==> src/design/lbod_pkg.sv <==
// types and constants shared by the led blink override driver
`timescale 1ns / 1ps

package lbod_pkg;

  localparam int unsigned OVERRIDE_LIMIT_MS = 30000;
  localparam int unsigned TIME_W = 16;
  localparam int unsigned COLOR_W = 8;
  localparam int unsigned OVR_REM_W = $clog2(OVERRIDE_LIMIT_MS);
  localparam int unsigned CFG_IDX_W = 3;
  localparam int unsigned CFG_DATA_W = 16;

  localparam logic [TIME_W-1:0] OVERRIDE_LIMIT = TIME_W'(OVERRIDE_LIMIT_MS);

  typedef enum logic [0:0] {
    MODE_TICK = 1'b0,
    MODE_LOAD = 1'b1
  } item_mode_t;

  typedef enum logic [CFG_IDX_W-1:0] {
    REG_COLOR_RED      = 3'd0,
    REG_COLOR_GREEN    = 3'd1,
    REG_COLOR_BLUE     = 3'd2,
    REG_BLINK_MODE     = 3'd3,
    REG_BLINK_ON_TIME  = 3'd4,
    REG_BLINK_OFF_TIME = 3'd5
  } cfg_reg_t;

  typedef struct packed {
    logic [0:0]         mode;
    logic [TIME_W-1:0]  tick_ms;
    logic [COLOR_W-1:0] override_red;
    logic [COLOR_W-1:0] override_green;
    logic [COLOR_W-1:0] override_blue;
    logic [TIME_W-1:0]  override_time_ms;
  } in_item_t;

  typedef struct packed {
    logic [COLOR_W-1:0] drive_red;
    logic [COLOR_W-1:0] drive_green;
    logic [COLOR_W-1:0] drive_blue;
    logic [0:0]         drive_valid;
    logic [0:0]         accepted;
  } out_item_t;

  typedef struct packed {
    logic [COLOR_W-1:0] red;
    logic [COLOR_W-1:0] green;
    logic [COLOR_W-1:0] blue;
  } rgb_t;

endpackage

==> src/design/lbod_ifs.sv <==
// handshake channel interfaces for items, results and register writes
`timescale 1ns / 1ps

interface lbod_in_if;
  import lbod_pkg::*;
  logic     valid;
  logic     ready;
  in_item_t data;
  modport source (output valid, output data, input ready);
  modport sink (input valid, input data, output ready);
endinterface

interface lbod_out_if;
  import lbod_pkg::*;
  logic      valid;
  logic      ready;
  out_item_t data;
  modport source (output valid, output data, input ready);
  modport sink (input valid, input data, output ready);
endinterface

interface lbod_cfg_if;
  import lbod_pkg::*;
  logic                  valid;
  logic                  ready;
  logic [CFG_IDX_W-1:0]  index;
  logic [CFG_DATA_W-1:0] wdata;
  modport source (output valid, output index, output wdata, input ready);
  modport sink (input valid, input index, input wdata, output ready);
endinterface

==> src/design/led_blink_override_driver_unit.sv <==
// top level: one rgb led channel with steady or blinking color and timed override
//
// channels: in_if takes tick items (elapsed ms) and override loads; out_if
// returns one result per item; cfg_if writes the color and blink registers.
// an item is registered on transfer, evaluated against the channel state and
// placed in the result register once that register is empty or its result
// is being taken; the result register then holds it until it is taken.
// one item per cycle is sustained while the receiver takes every result: the
// input register refills in the same cycle that its item moves on.
// loads answer accepted = 0 when the time is 30000 ms or more and then leave
// the state untouched; loads always return black with drive_valid low.
// reset clears registers, override and blink state; the led reads dark.
// when the receiver stalls, the result register holds and the input
// register still takes one more item, then in_if.ready drops until the
// result is taken. register writes are always ready and expected while idle.
`timescale 1ns / 1ps

module led_blink_override_driver_unit (
  input  logic clk,
  input  logic rst_n,
  lbod_in_if.sink    in_if,
  lbod_out_if.source out_if,
  lbod_cfg_if.sink   cfg_if
);
  import lbod_pkg::*;

  // configuration
  rgb_t              color_r;
  logic              blink_mode_r;
  logic [TIME_W-1:0] blink_on_r;
  logic [TIME_W-1:0] blink_off_r;

  // channel state
  logic                 ovr_act_r, ovr_act_nxt;
  logic [OVR_REM_W-1:0] ovr_rem_r, ovr_rem_nxt;
  rgb_t                 ovr_rgb_r, ovr_rgb_nxt;
  logic [TIME_W-1:0]    blink_rem_r, blink_rem_nxt;
  logic                 blink_lit_r, blink_lit_nxt;

  // pipeline
  logic      in_v_r;
  in_item_t  in_r;
  logic      out_v_r;
  out_item_t out_r, out_nxt;
  logic      move;

  logic                 is_load;
  logic                 refuse;
  logic [TIME_W-1:0]    ovr_rem_ext;
  logic                 blink_lit_tmp;

  assign move        = in_v_r && (!out_v_r || out_if.ready);
  assign in_if.ready = !in_v_r || move;
  assign out_if.valid = out_v_r;
  assign out_if.data  = out_r;
  assign cfg_if.ready = 1'b1;

  assign is_load     = (in_r.mode == MODE_LOAD);
  assign refuse      = (in_r.override_time_ms >= OVERRIDE_LIMIT);
  assign ovr_rem_ext = TIME_W'(ovr_rem_r);

  always_comb begin
    ovr_act_nxt   = ovr_act_r;
    ovr_rem_nxt   = ovr_rem_r;
    ovr_rgb_nxt   = ovr_rgb_r;
    blink_rem_nxt = blink_rem_r;
    blink_lit_nxt = blink_lit_r;
    blink_lit_tmp = blink_lit_r;
    out_nxt       = '0;
    if (is_load) begin
      if (!refuse) begin
        ovr_act_nxt      = 1'b1;
        ovr_rem_nxt      = in_r.override_time_ms[OVR_REM_W-1:0];
        ovr_rgb_nxt      = '{in_r.override_red, in_r.override_green, in_r.override_blue};
        out_nxt.accepted = 1'b1;
      end
    end else begin
      out_nxt.drive_valid = 1'b1;
      out_nxt.accepted    = 1'b1;
      if (ovr_act_r) begin
        out_nxt.drive_red   = ovr_rgb_r.red;
        out_nxt.drive_green = ovr_rgb_r.green;
        out_nxt.drive_blue  = ovr_rgb_r.blue;
        if (in_r.tick_ms >= ovr_rem_ext) begin
          ovr_act_nxt = 1'b0;
          ovr_rem_nxt = '0;
        end else begin
          ovr_rem_nxt = OVR_REM_W'(ovr_rem_ext - in_r.tick_ms);
        end
      end else if (!blink_mode_r) begin
        out_nxt.drive_red   = color_r.red;
        out_nxt.drive_green = color_r.green;
        out_nxt.drive_blue  = color_r.blue;
      end else begin
        if (in_r.tick_ms >= blink_rem_r) begin
          blink_lit_tmp = !blink_lit_r;
          blink_rem_nxt = blink_lit_tmp ? blink_on_r : blink_off_r;
        end else begin
          blink_rem_nxt = blink_rem_r - in_r.tick_ms;
        end
        blink_lit_nxt = blink_lit_tmp;
        if (blink_lit_tmp) begin
          out_nxt.drive_red   = color_r.red;
          out_nxt.drive_green = color_r.green;
          out_nxt.drive_blue  = color_r.blue;
        end
      end
    end
  end

  // register writes
  always_ff @(posedge clk) begin
    if (!rst_n) begin
      color_r      <= '0;
      blink_mode_r <= 1'b0;
      blink_on_r   <= '0;
      blink_off_r  <= '0;
    end else if (cfg_if.valid && cfg_if.ready) begin
      case (cfg_reg_t'(cfg_if.index))
        REG_COLOR_RED:      color_r.red   <= cfg_if.wdata[COLOR_W-1:0];
        REG_COLOR_GREEN:    color_r.green <= cfg_if.wdata[COLOR_W-1:0];
        REG_COLOR_BLUE:     color_r.blue  <= cfg_if.wdata[COLOR_W-1:0];
        REG_BLINK_MODE:     blink_mode_r  <= cfg_if.wdata[0];
        REG_BLINK_ON_TIME:  blink_on_r    <= cfg_if.wdata[TIME_W-1:0];
        REG_BLINK_OFF_TIME: blink_off_r   <= cfg_if.wdata[TIME_W-1:0];
        default: ;
      endcase
    end
  end

  // channel state, updated as each item leaves the input register
  always_ff @(posedge clk) begin
    if (!rst_n) begin
      ovr_act_r   <= 1'b0;
      ovr_rem_r   <= '0;
      ovr_rgb_r   <= '0;
      blink_rem_r <= '0;
      blink_lit_r <= 1'b0;
    end else if (move) begin
      ovr_act_r   <= ovr_act_nxt;
      ovr_rem_r   <= ovr_rem_nxt;
      ovr_rgb_r   <= ovr_rgb_nxt;
      blink_rem_r <= blink_rem_nxt;
      blink_lit_r <= blink_lit_nxt;
    end
  end

  // valid flags
  always_ff @(posedge clk) begin
    if (!rst_n) begin
      in_v_r  <= 1'b0;
      out_v_r <= 1'b0;
    end else begin
      if (in_if.ready) begin
        in_v_r <= in_if.valid;
      end
      if (move) begin
        out_v_r <= 1'b1;
      end else if (out_if.ready) begin
        out_v_r <= 1'b0;
      end
    end
  end

  // payload
  always_ff @(posedge clk) begin
    if (in_if.valid && in_if.ready) begin
      in_r <= in_if.data;
    end
    if (move) begin
      out_r <= out_nxt;
    end
  end

`ifndef SYNTHESIS
  a_ovr_rem_limit: assert property (@(posedge clk) disable iff (!rst_n)
    ovr_rem_r < OVR_REM_W'(OVERRIDE_LIMIT_MS))
    else $error("override countdown beyond limit");

  a_ovr_idle_zero: assert property (@(posedge clk) disable iff (!rst_n)
    !ovr_act_r |-> (ovr_rem_r == '0))
    else $error("override countdown left over after override ended");

  a_load_dark: assert property (@(posedge clk) disable iff (!rst_n)
    (out_v_r && !out_r.drive_valid) |->
      (out_r.drive_red == '0 && out_r.drive_green == '0 && out_r.drive_blue == '0))
    else $error("load result carries a color");

  a_refuse_keeps_state: assert property (@(posedge clk) disable iff (!rst_n)
    (move && is_load && refuse) |=>
      ($stable(ovr_act_r) && $stable(ovr_rem_r) && $stable(ovr_rgb_r)))
    else $error("refused load changed override state");

  a_result_order: assert property (@(posedge clk) disable iff (!rst_n)
    (out_v_r && !out_if.ready && in_v_r) |-> !in_if.ready)
    else $error("input taken with both stages full and receiver stalled");
`endif

endmodule
==> src/flat_wrapper.sv <==
// flat-port wrapper written by rule: the top's interface ports become plain ports
module led_blink_override_driver_unit_flat import lbod_pkg::*;
  (clk, rst_n, in_if_valid, in_if_data, in_if_ready, out_if_valid, out_if_data, out_if_ready, cfg_if_valid, cfg_if_index, cfg_if_wdata, cfg_if_ready);
  lbod_in_if in_if_i ();
  lbod_out_if out_if_i ();
  lbod_cfg_if cfg_if_i ();
  input  logic clk;
  input  logic rst_n;
  input wire logic [$bits(in_if_i.valid)-1:0] in_if_valid;
  input wire logic [$bits(in_if_i.data)-1:0] in_if_data;
  output wire logic [$bits(in_if_i.ready)-1:0] in_if_ready;
  output wire logic [$bits(out_if_i.valid)-1:0] out_if_valid;
  output wire logic [$bits(out_if_i.data)-1:0] out_if_data;
  input wire logic [$bits(out_if_i.ready)-1:0] out_if_ready;
  input wire logic [$bits(cfg_if_i.valid)-1:0] cfg_if_valid;
  input wire logic [$bits(cfg_if_i.index)-1:0] cfg_if_index;
  input wire logic [$bits(cfg_if_i.wdata)-1:0] cfg_if_wdata;
  output wire logic [$bits(cfg_if_i.ready)-1:0] cfg_if_ready;
  assign in_if_i.valid = in_if_valid;
  assign in_if_i.data = in_if_data;
  assign in_if_ready = in_if_i.ready;
  assign out_if_valid = out_if_i.valid;
  assign out_if_data = out_if_i.data;
  assign out_if_i.ready = out_if_ready;
  assign cfg_if_i.valid = cfg_if_valid;
  assign cfg_if_i.index = cfg_if_index;
  assign cfg_if_i.wdata = cfg_if_wdata;
  assign cfg_if_ready = cfg_if_i.ready;
  led_blink_override_driver_unit u_core (.clk(clk), .rst_n(rst_n), .in_if(in_if_i), .out_if(out_if_i), .cfg_if(cfg_if_i));
endmodule
==> config.mk <==
export PLATFORM = sky130hd
export DESIGN_NAME = led_blink_override_driver_unit_flat
export DESIGN_NICKNAME = d
export VERILOG_FILES = /design/src/design/lbod_pkg.sv /design/src/design/lbod_ifs.sv /design/src/design/led_blink_override_driver_unit.sv /design/src/flat_wrapper.sv
export SDC_FILE = /design/constraint.sdc
export NUM_CORES = 1
export LEC_CHECK = 0
export BUFFER_PORTS_ARGS = -buffer_cell sky130_fd_sc_hd__buf_2
export CORE_MARGIN = 2
export CORE_UTILIZATION = 39
export CTS_BUF_LIST = sky130_fd_sc_hd__clkbuf_4
export CTS_CLUSTER_SIZE = 24
export DETAILED_ROUTE_END_ITERATION = 8
export PLACE_DENSITY = 0.56
export SKIP_LAST_GASP = 1
export SYNTH_ARGS = -nofsm -noshare
export SYNTH_HDL_FRONTEND = slang
export SYNTH_SLANG_ARGS = --single-unit
==> constraint.sdc <==
create_clock -name clk -period 5.5 [get_ports clk]
set_clock_uncertainty 0.05 [all_clocks]
set_input_delay 1.1 -clock clk [delete_from_list [all_inputs] [get_ports clk]]
set_output_delay 1.1 -clock clk [all_outputs]
set_load 0.005 [all_outputs]
### Word level (Yosys, flattened, before mapping)

Index checks and enable logic that the tools add are counted.

| word-level totals | value |
|---|---|
| output and inout bits | 29 |
| bits of input ports | 81 |
| register bits | 199 |
| logic and storage cells | 81 |

| operators by class | value |
|---|---|
| add/sub/neg operators | 2 |
| bitwise operators | 3 |
| reductions and logical operators | 20 |
| mux-type cells | 21 |
| order comparisons | 3 |
| equality and inequality tests | 6 |

Operators by type and width:

| kind | number |
|---|---|
| $mux 24 | 3 |
| $mux 15 | 4 |
| $mux 16 | 2 |
| $ge 16x15->1 | 1 |
| $ge 16x15->1 const B | 1 |
| $ge 16x16->1 | 1 |
| $sub 16x16->16 | 1 |
| $sub 15x15->15 | 1 |
| $reduce_and 2->1 | 7 |
| $mux 1 | 12 |
| $eq 3x2->1 const B | 2 |
| $eq 3x3->1 const B | 2 |
| $reduce_and 3->1 | 2 |
| $reduce_and 4->1 | 1 |
| $reduce_bool 2->1 | 2 |
| $eq 3x1->1 const B | 1 |
| $logic_not 1->1 | 3 |
| $logic_not 3->1 | 1 |
| $not 1->1 | 3 |
| $logic_and 1x1->1 | 2 |
| $logic_or 1x1->1 | 2 |
| $ne 2x2->1 const B | 1 |

### Longest topological paths before layout

Gate-level depths: netlist of run 1.

| depth | value |
|---|---|
| depth in word-level cells | 8 |
| mapped depth | 11 |
| gate-level depth less buffers | 11 |

### Worst setup path before layout of run 1

Ideal clock, no wire load.

| timing path | value |
|---|---|
| path kind | input to register |
| start | in out_if_ready |
| end | reg u_core.ovr_rem_r[14] |
| arrival time | 3.063 ns |
| path slack | 2.272 ns |
| library setup time | 0.115 ns |
| buffers on the path | 1 |
| data required time | 5.335 ns |
| cell stages on the path | 7 |
| cell sequence | nor2b_1 -> nand2b_1 -> inv_1 -> clkbuf_1 -> o21ai_0 -> o221a_2 -> o21a_1 |

| on the way | value |
|---|---|
| cells in the longest elaborated chain, start to end | 3 |

Ends and longest elaborated chain:

| element | line | source |
|---|---|---|
| from (decl) | flat_wrapper.sv:14 | `input wire logic [$bits(out_if_i.ready)-1:0] out_if_ready;` |
| $logic_or 1x1->1 | led_blink_override_driver_unit.sv:52 | `assign move = in_v_r && (!out_v_r \|\| out_if.ready);` |
| $logic_and 1x1->1 | led_blink_override_driver_unit.sv:52 |  |
| named net u_core.move | led_blink_override_driver_unit.sv:45 | `logic move;` |
| $reduce_and 3->1 (no source line) | n/a |  |
| to (signal assigned) | led_blink_override_driver_unit.sv:141 | `ovr_rem_r <= ovr_rem_nxt;` |
| to (decl) | led_blink_override_driver_unit.sv:35 | `logic [OVR_REM_W-1:0] ovr_rem_r, ovr_rem_nxt;` |

The timed path passes the listed nets, and every way through them passes these cells.
A chain may end at the register's enable or synchronous reset.

### Worst setup path in the final report of run 1

| timing path | value |
|---|---|
| start | reg u_core.in_r[40] (netlist name) |
| end | reg u_core.out_r (netlist bit u_core.out_if.data[8]), data pin |

| on the way | value |
|---|---|
| cells in the longest elaborated chain, start to end | 8 |

Ends and longest elaborated chain:

| element | line | source |
|---|---|---|
| from (decl) | led_blink_override_driver_unit.sv:42 | `in_item_t in_r;` |
| from (signal assigned) | led_blink_override_driver_unit.sv:168 | `in_r <= in_if.data;` |
| $ge 16x16->1 | led_blink_override_driver_unit.sv:95 | `if (in_r.tick_ms >= blink_rem_r) begin` |
| $mux 1 | led_blink_override_driver_unit.sv:95 |  |
| $mux 1 | led_blink_override_driver_unit.sv:90 | `end else if (!blink_mode_r) begin` |
| $mux 1 | led_blink_override_driver_unit.sv:80 | `if (ovr_act_r) begin` |
| $mux 1 | led_blink_override_driver_unit.sv:70 | `if (is_load) begin` |
| $mux 24 | led_blink_override_driver_unit.sv:102 | `if (blink_lit_tmp) begin` |
| $mux 24 | led_blink_override_driver_unit.sv:90 |  |
| $mux 24 | led_blink_override_driver_unit.sv:80 |  |
| to (signal assigned) | led_blink_override_driver_unit.sv:171 | `out_r <= out_nxt;` |
| to (decl) | led_blink_override_driver_unit.sv:44 | `out_item_t out_r, out_nxt;` |

No other way between the ends. The select of a mux whose other input is x is not followed.

==> results of run 1 <==
==> power breakdown <==
group	leakage [uW]	switching (uW)	total, uW	internal, uW
logic	0.00196	158	253	94.9
clock network	0.000179	601	871	271
registers	0.00173	30.0	1620	1590
==> registers in the layout, summed over array words and instances (netlist names) <==
register             flops
u_core.in_r             56
u_core.out_if.data      26
u_core.color_r          24
u_core.ovr_rgb_r        24
u_core.blink_off_r      16
u_core.blink_on_r       16
u_core.blink_rem_r      16
u_core.ovr_rem_r        15
u_core.blink_lit_r       1
u_core.blink_mode_r      1
u_core.in_v_r            1
u_core.is_load           1
u_core.out_if.valid      1
u_core.ovr_act_r         1
==> critical path, stage by stage, from the launching register on <==
cell and delay [ns]:
edfxtp_1 0.47, ha_1 0.26, fa_1 0.38, nand2b_1 0.19, a21oi_1 0.32, o41a_1 0.28
a221oi_2 0.11, nor2_2 0.50, o221ai_4 0.41, a32o_1 0.37
==> layout make-up <==
| type | instances | share of cell area, % |
|---|---|---|
| inverter | 40 | 1.44 |
| sequential | 199 | 46.2 |
| antenna | 1 | 0.0240 |
| timing repair buffer | 116 | 5.76 |
| clock inverter | 15 | 2.06 |
| tap | 319 | 3.83 |
| multi-input combinational | 669 | 39.5 |
| clock buffer | 17 | 1.22 |
==> logic make-up after synthesis <==
kind of cell / synth area share, %
muxes: 1.92
DFF: 51.7
AOI/OAI and AO/OA: 20.2
and+or+nand+nor: 13.7
other: 0.0403
xor gates and xnor gates: 1.79
adders and majority gates: 6.48
buffers and inverters: 4.15
==> final timing paths <==
kind | start | to | depth (start not counted)
max | u_core.in_r[40]$_DFFE_PP_ | u_core.out_if.data[8]$_SDFFCE_PP0P_ | 9
min | u_core.blink_off_r[15]$_SDFFE_PN0P_ | u_core.blink_off_r[15]$_SDFFE_PN0P_ | 2
max reg2reg | u_core.in_r[40]$_DFFE_PP_ | u_core.out_if.data[8]$_SDFFCE_PP0P_ | 9
min reg2reg | u_core.blink_off_r[15]$_SDFFE_PN0P_ | u_core.blink_off_r[15]$_SDFFE_PN0P_ | 2
==> synthesized netlist by cell type, types with 5 or more instances <==
| cell type | instances | area [sq um] |
|---|---|---|
| inv_1 | 40 | 150 |
| xnor2_1 | 14 | 123 |
| a21oi_1 | 120 | 601 |
| mux2_2 | 7 | 78.8 |
| nand2b_1 | 9 | 56.3 |
| a221oi_1 | 7 | 61.3 |
| a21o_1 | 12 | 90.1 |
| o21a_1 | 11 | 82.6 |
| clkbuf_1 | 39 | 146 |
| a31oi_1 | 9 | 56.3 |
| ha_1 | 45 | 563 |
| o211ai_1 | 10 | 75.1 |
| a211oi_1 | 14 | 105 |
| nand2_1 | 199 | 747 |
| a32o_1 | 25 | 250 |
| nand4_1 | 5 | 31.3 |
| nor3_1 | 9 | 45.0 |
| and3_1 | 5 | 31.3 |
| xor2_1 | 5 | 43.8 |
| nand3_1 | 18 | 90.1 |
| mux2i_1 | 10 | 100 |
| nor2_1 | 39 | 146 |
| edfxtp_1 | 83 | 2490 |
| nor2b_1 | 5 | 31.3 |
| o21ai_1 | 6 | 30.0 |
| buf_2 | 6 | 30.0 |
| o21ai_0 | 30 | 150 |
| dfxtp_1 | 116 | 2320 |
==> routing by layer <==
metal	global-route usage [%]	part of all wire (%)
met5	0	0.14
met4	4.80	1.4
met3	3.97	4.6
met2	29.0	44
met1	27.6	50
==> stage by stage <==
step | total power [uW] | hold WS [ns] | std cells | utilization [%]
finish | 2750 | 0.416 | 1376 | 44.4
global route | 2860 | 0.434 | 1376 | 44.4
global placement | 1910 | 0.389 | 1343 | 42.9
detailed placement | 1910 | 0.396 | 1343 | 42.9
CTS | 2780 | 0.417 | 1375 | 44.4
floorplan | 1800 | 0.383 | 961 | -
==> impl_metrics.yaml, run 1 <==
die:
  core-area_sq_um: 23500
  die_y_um: 159
  die_area_sq_um: 25100
  start_util_pct: 39.7
  die_w_um: 159
  pin_count: 110
  rows: 56
pwr:
  peakVddDrop_mv: 0.125
  power.density_nw_per_um2: 264
  power.leakage_uw: 0.00387
cts:
  numClockSinks: 199
  cts_buffer_depth: 2
  clk_latency_ns: 0.60
  cts_made_buffers: 17
  clk_pin_slew_ns: 0.19
  htreeDepth: 4
  postCtsSetupBuffers: 0
  cts_root_buffer: "clkbuf_4"
  cts_tree: "yes"
  cts_hold_buf: 0
  post_cts_resized: 0
worst_setup_path:
  cp-end-kind: "flop"
  cp_max_fo: 24
  required_ns: 5.83
  ff2ff_setup_slack_ns: 1.92
  start_kind: "flop"
  worstPathArrival_ns: 3.91
  critical_path_class: "reg2reg"
cells_and_area:
  fill_cells: 2325
  final_common_cell: "nand2_1"
  seqCellArea_sq_um: 4810
  layout_common_cells: "nand2_1 (199), a21oi_1 (120), dfxtp_1 (116)"
  multi_input_area_sq_um: 4120
  syn_to_final_growth_pct: 11.9
  drive_gt1_share_pct: 16.0
  design_area_sq_um: 10400
  nets: 1171
yosys:
  syn_nets: 1089
  ys_seq_area_share_pct: 51.7
  synth.distinct_cells: 63
  synthFlopType: "dfxtp_1"
  synth_edf_count: 83
  ys_warn_count: 0
  syn_inst: 961
  synthArstFlopShare_pct: 0
  ys_ff_latch: 199
  synth.cell_area_sq_um: 9310
  syn_avg_cell_area_sq_um: 9.69
detailed_routing:
  drt-total-wl_mm: 23.5
  firstDrtPassIters: 5
  post_drt_wl_per_cell_um: 17.1
  via_per_inst: 5.24
  drc_errors: 0
  detail-route-antenna-nets: 0
  first_iter_violations: 562
  num_vias: 7213
sta:
  fin_crit_ns: 3.58
  tightest_slew_ns: 0.911
  final-hold-violation-count: 0
  final.setup.tns_ns: 0
  timing.fmax_mhz: 279
  rsz0062_at_grt: "false"
  maxSlewHeadroom_pct: 39.1
  finalMaxSlewViolations: 0
  finalCritPeriodShare_pct: 65.1
  setup-violations-final: 0
  timing.final.ws_setup_ns: 1.92
global_route:
  overflow: 0
  grtUsageTotal_pct: 19.0
  grt_max_degree: 61
  first_global_vias: 6922
  antenna_found_initial: 3
  grt_first_pass_wirelength_mm: 36.8
flow_run:
  maxCapViolCount: 0
outcome:
  status: "completed"
placement:
  place_ws_ns: 1.94
  placed_area_sq_um: 10100
  hpwl_mm: 16.5
  io_buffers: 108
  place_congestion: 0.853
worst_hold_path:
  hp-class: "reg2reg"
No activity file was read; power rests on OpenSTA's default activity.
==> inputs of run 2 (changes only) <==
clock period = 3.7 ns   (was 5.5 ns; I/O delays follow)
==> impl_metrics.yaml, run 2 (synthesis results as in run 1) <==
sta:
  setup-violations-final: 0
  finalCritPeriodShare_pct: 85.7
  fin_crit_ns: 3.17
  maxSlewHeadroom_pct: 40.0
  final.setup.tns_ns: 0
  tightest_slew_ns: 0.897
  final-hold-violation-count: 0
  timing.fmax_mhz: 315
  finalMaxSlewViolations: 0
  rsz0062_at_grt: "false"
worst_setup_path:
  critical_path_class: "reg2reg"
  crit_chain: "inv_1 > ha_1 > and3_1 > nand4_1 > or3_1 > o211ai_1 > o221ai_4 > a32o_1"
  required_ns: 4.02
  cp_max_fo: 24
  path_delay_family: "simple AND/OR/NAND/NOR gates"
  cp-end-kind: "flop"
  cp_slowest_cell: "or3_1"
  cpPeakStageDelay_ns: 0.62
  worstPathArrival_ns: 3.50
  start_kind: "flop"
  critPathBufInv: 1
worst_hold_path:
  hp-class: "in2reg"
detailed_routing:
  detail-route-antenna-nets: 0
  post_drt_wl_per_cell_um: 17.0
  via_per_inst: 5.27
  num_vias: 7283
  drt-total-wl_mm: 23.5
  drc_errors: 0
  first_iter_violations: 413
  firstDrtPassIters: 5
global_route:
  grt_first_pass_wirelength_mm: 36.2
  overflow: 0
  antenna_found_initial: 3
  first_global_vias: 6731
  grtUsageTotal_pct: 18.8
  grt_max_degree: 58
die:
  die_y_um: 159
  die_area_sq_um: 25100
  rows: 56
  pin_count: 110
  start_util_pct: 39.7
  core-area_sq_um: 23500
  die_w_um: 159
cells_and_area:
  fill_cells: 2336
  drive_gt1_share_pct: 16.4
  syn_to_final_growth_pct: 12.3
  final_common_cell: "nand2_1"
  top_register: "u_core.in_r"
  layout_common_cells: "nand2_1 (199), a21oi_1 (120), dfxtp_1 (116)"
  nets: 1176
  largest_reg_flops: 56
  layout.cells.non_filler: 1381
pwr:
  p_comb_share_pct: 9.4
  power.switching_uw: 1200
  p_clk_share_pct: 31.2
  seq_power_share_pct: 59.4
  power.density_nw_per_um2: 388
  peakVddDrop_mv: 0.193
  p_int_uw: 2860
  swShare_pct: 29.5
  power.leakage_uw: 0.00389
cts:
  postCtsSetupBuffers: 0
  cts_hold_buf: 0
  post_cts_resized: 0
  htreeDepth: 4
  numClockSinks: 199
  clk_latency_ns: 0.61
  clk_pin_slew_ns: 0.21
  cts_tree: "yes"
  cts_buffer_depth: 2
  cts_made_buffers: 17
  cts_root_buffer: "clkbuf_4"
placement:
  dp_cells: 1348
  hpwl_mm: 16.5
  io_buffers: 108
  place_congestion: 0.853
outcome:
  status: "completed"
flow_run:
  maxCapViolCount: 0
-- run 2: cell count changes in the layout (fill, tap and decap cells not counted) --
cell,before,now
buf_4,8,13
clkinv_4,1,2
inv_8,4,2
bufinv_16,1,0
inv_16,0,2
-- run 2: area by class of cell --
cell class                      instances  area, sq um  area share, %
Tap cell                              319          399           3.82
Multi-Input combinational cell        669         4120           39.4
Clock buffer                           17          128           1.22
Clock inverter                         15          211           2.02
Timing Repair Buffer                  121          638           6.10
Inverter                               40          150           1.44
Antenna cell                            1         2.50         0.0239
Sequential cell                       199         4810           46.0
-- run 2: final timing paths --
path                                                          start                                    to  slack (ns)  depth (start not counted)
worst max-delay path                      u_core.in_r[45]$_DFFE_PP_  u_core.out_if.data[12]$_SDFFCE_PP0P_        0.53                          8
worst min-delay path                                 in_if_data[35]             u_core.in_r[35]$_DFFE_PP_        0.23                          1
worst max register to register            u_core.in_r[45]$_DFFE_PP_  u_core.out_if.data[12]$_SDFFCE_PP0P_        0.53                          8
worst min register to register  u_core.blink_off_r[11]$_SDFFE_PN0P_   u_core.blink_off_r[11]$_SDFFE_PN0P_        0.41                          2
-- run 2: per-stage QoR --
| stage | power, uW | hold slack, ns | cell area [sq um] | util [%] | setup slack [ns] |
|---|---|---|---|---|---|
| final | 4060 | 0.233 | 10500 | 44.6 | 0.528 |
| after global routing | 4250 | 0.152 | 10500 | 44.6 | 0.313 |
| after CTS | 4120 | 0.185 | 10500 | 44.6 | 0.510 |
| after detailed placement | 2840 | 0.397 | 10100 | 43.1 | 0.538 |
| after global placement | 2840 | 0.389 | 10100 | 43.1 | 0.610 |
| after floorplan | 2680 | 0.383 | 9310 | - | 0.832 |
-- run 2: power by group through the flow --
stage	logic (uW)	registers, uW	clock network, uW
3_3_place_gp	379	2460	0
5_1_grt	426	2420	1400
3_5_place_dp	380	2460	0
4_1_cts	382	2410	1320
6_report	381	2410	1270
2_1_floorplan	238	2440	0
-- run 2: routing by layer --
| layer | vias to the layer above | GRT usage [%] | wire (um) |
|---|---|---|---|
| met4 | 4 | 4.42 | 274 |
| li1 | 3617 | - | - |
| met1 | 3441 | 27.9 | 11600 |
| met3 | 20 | 3.62 | 1270 |
| met2 | 201 | 28.3 | 10300 |
| met5 | - | 0 | 30 |
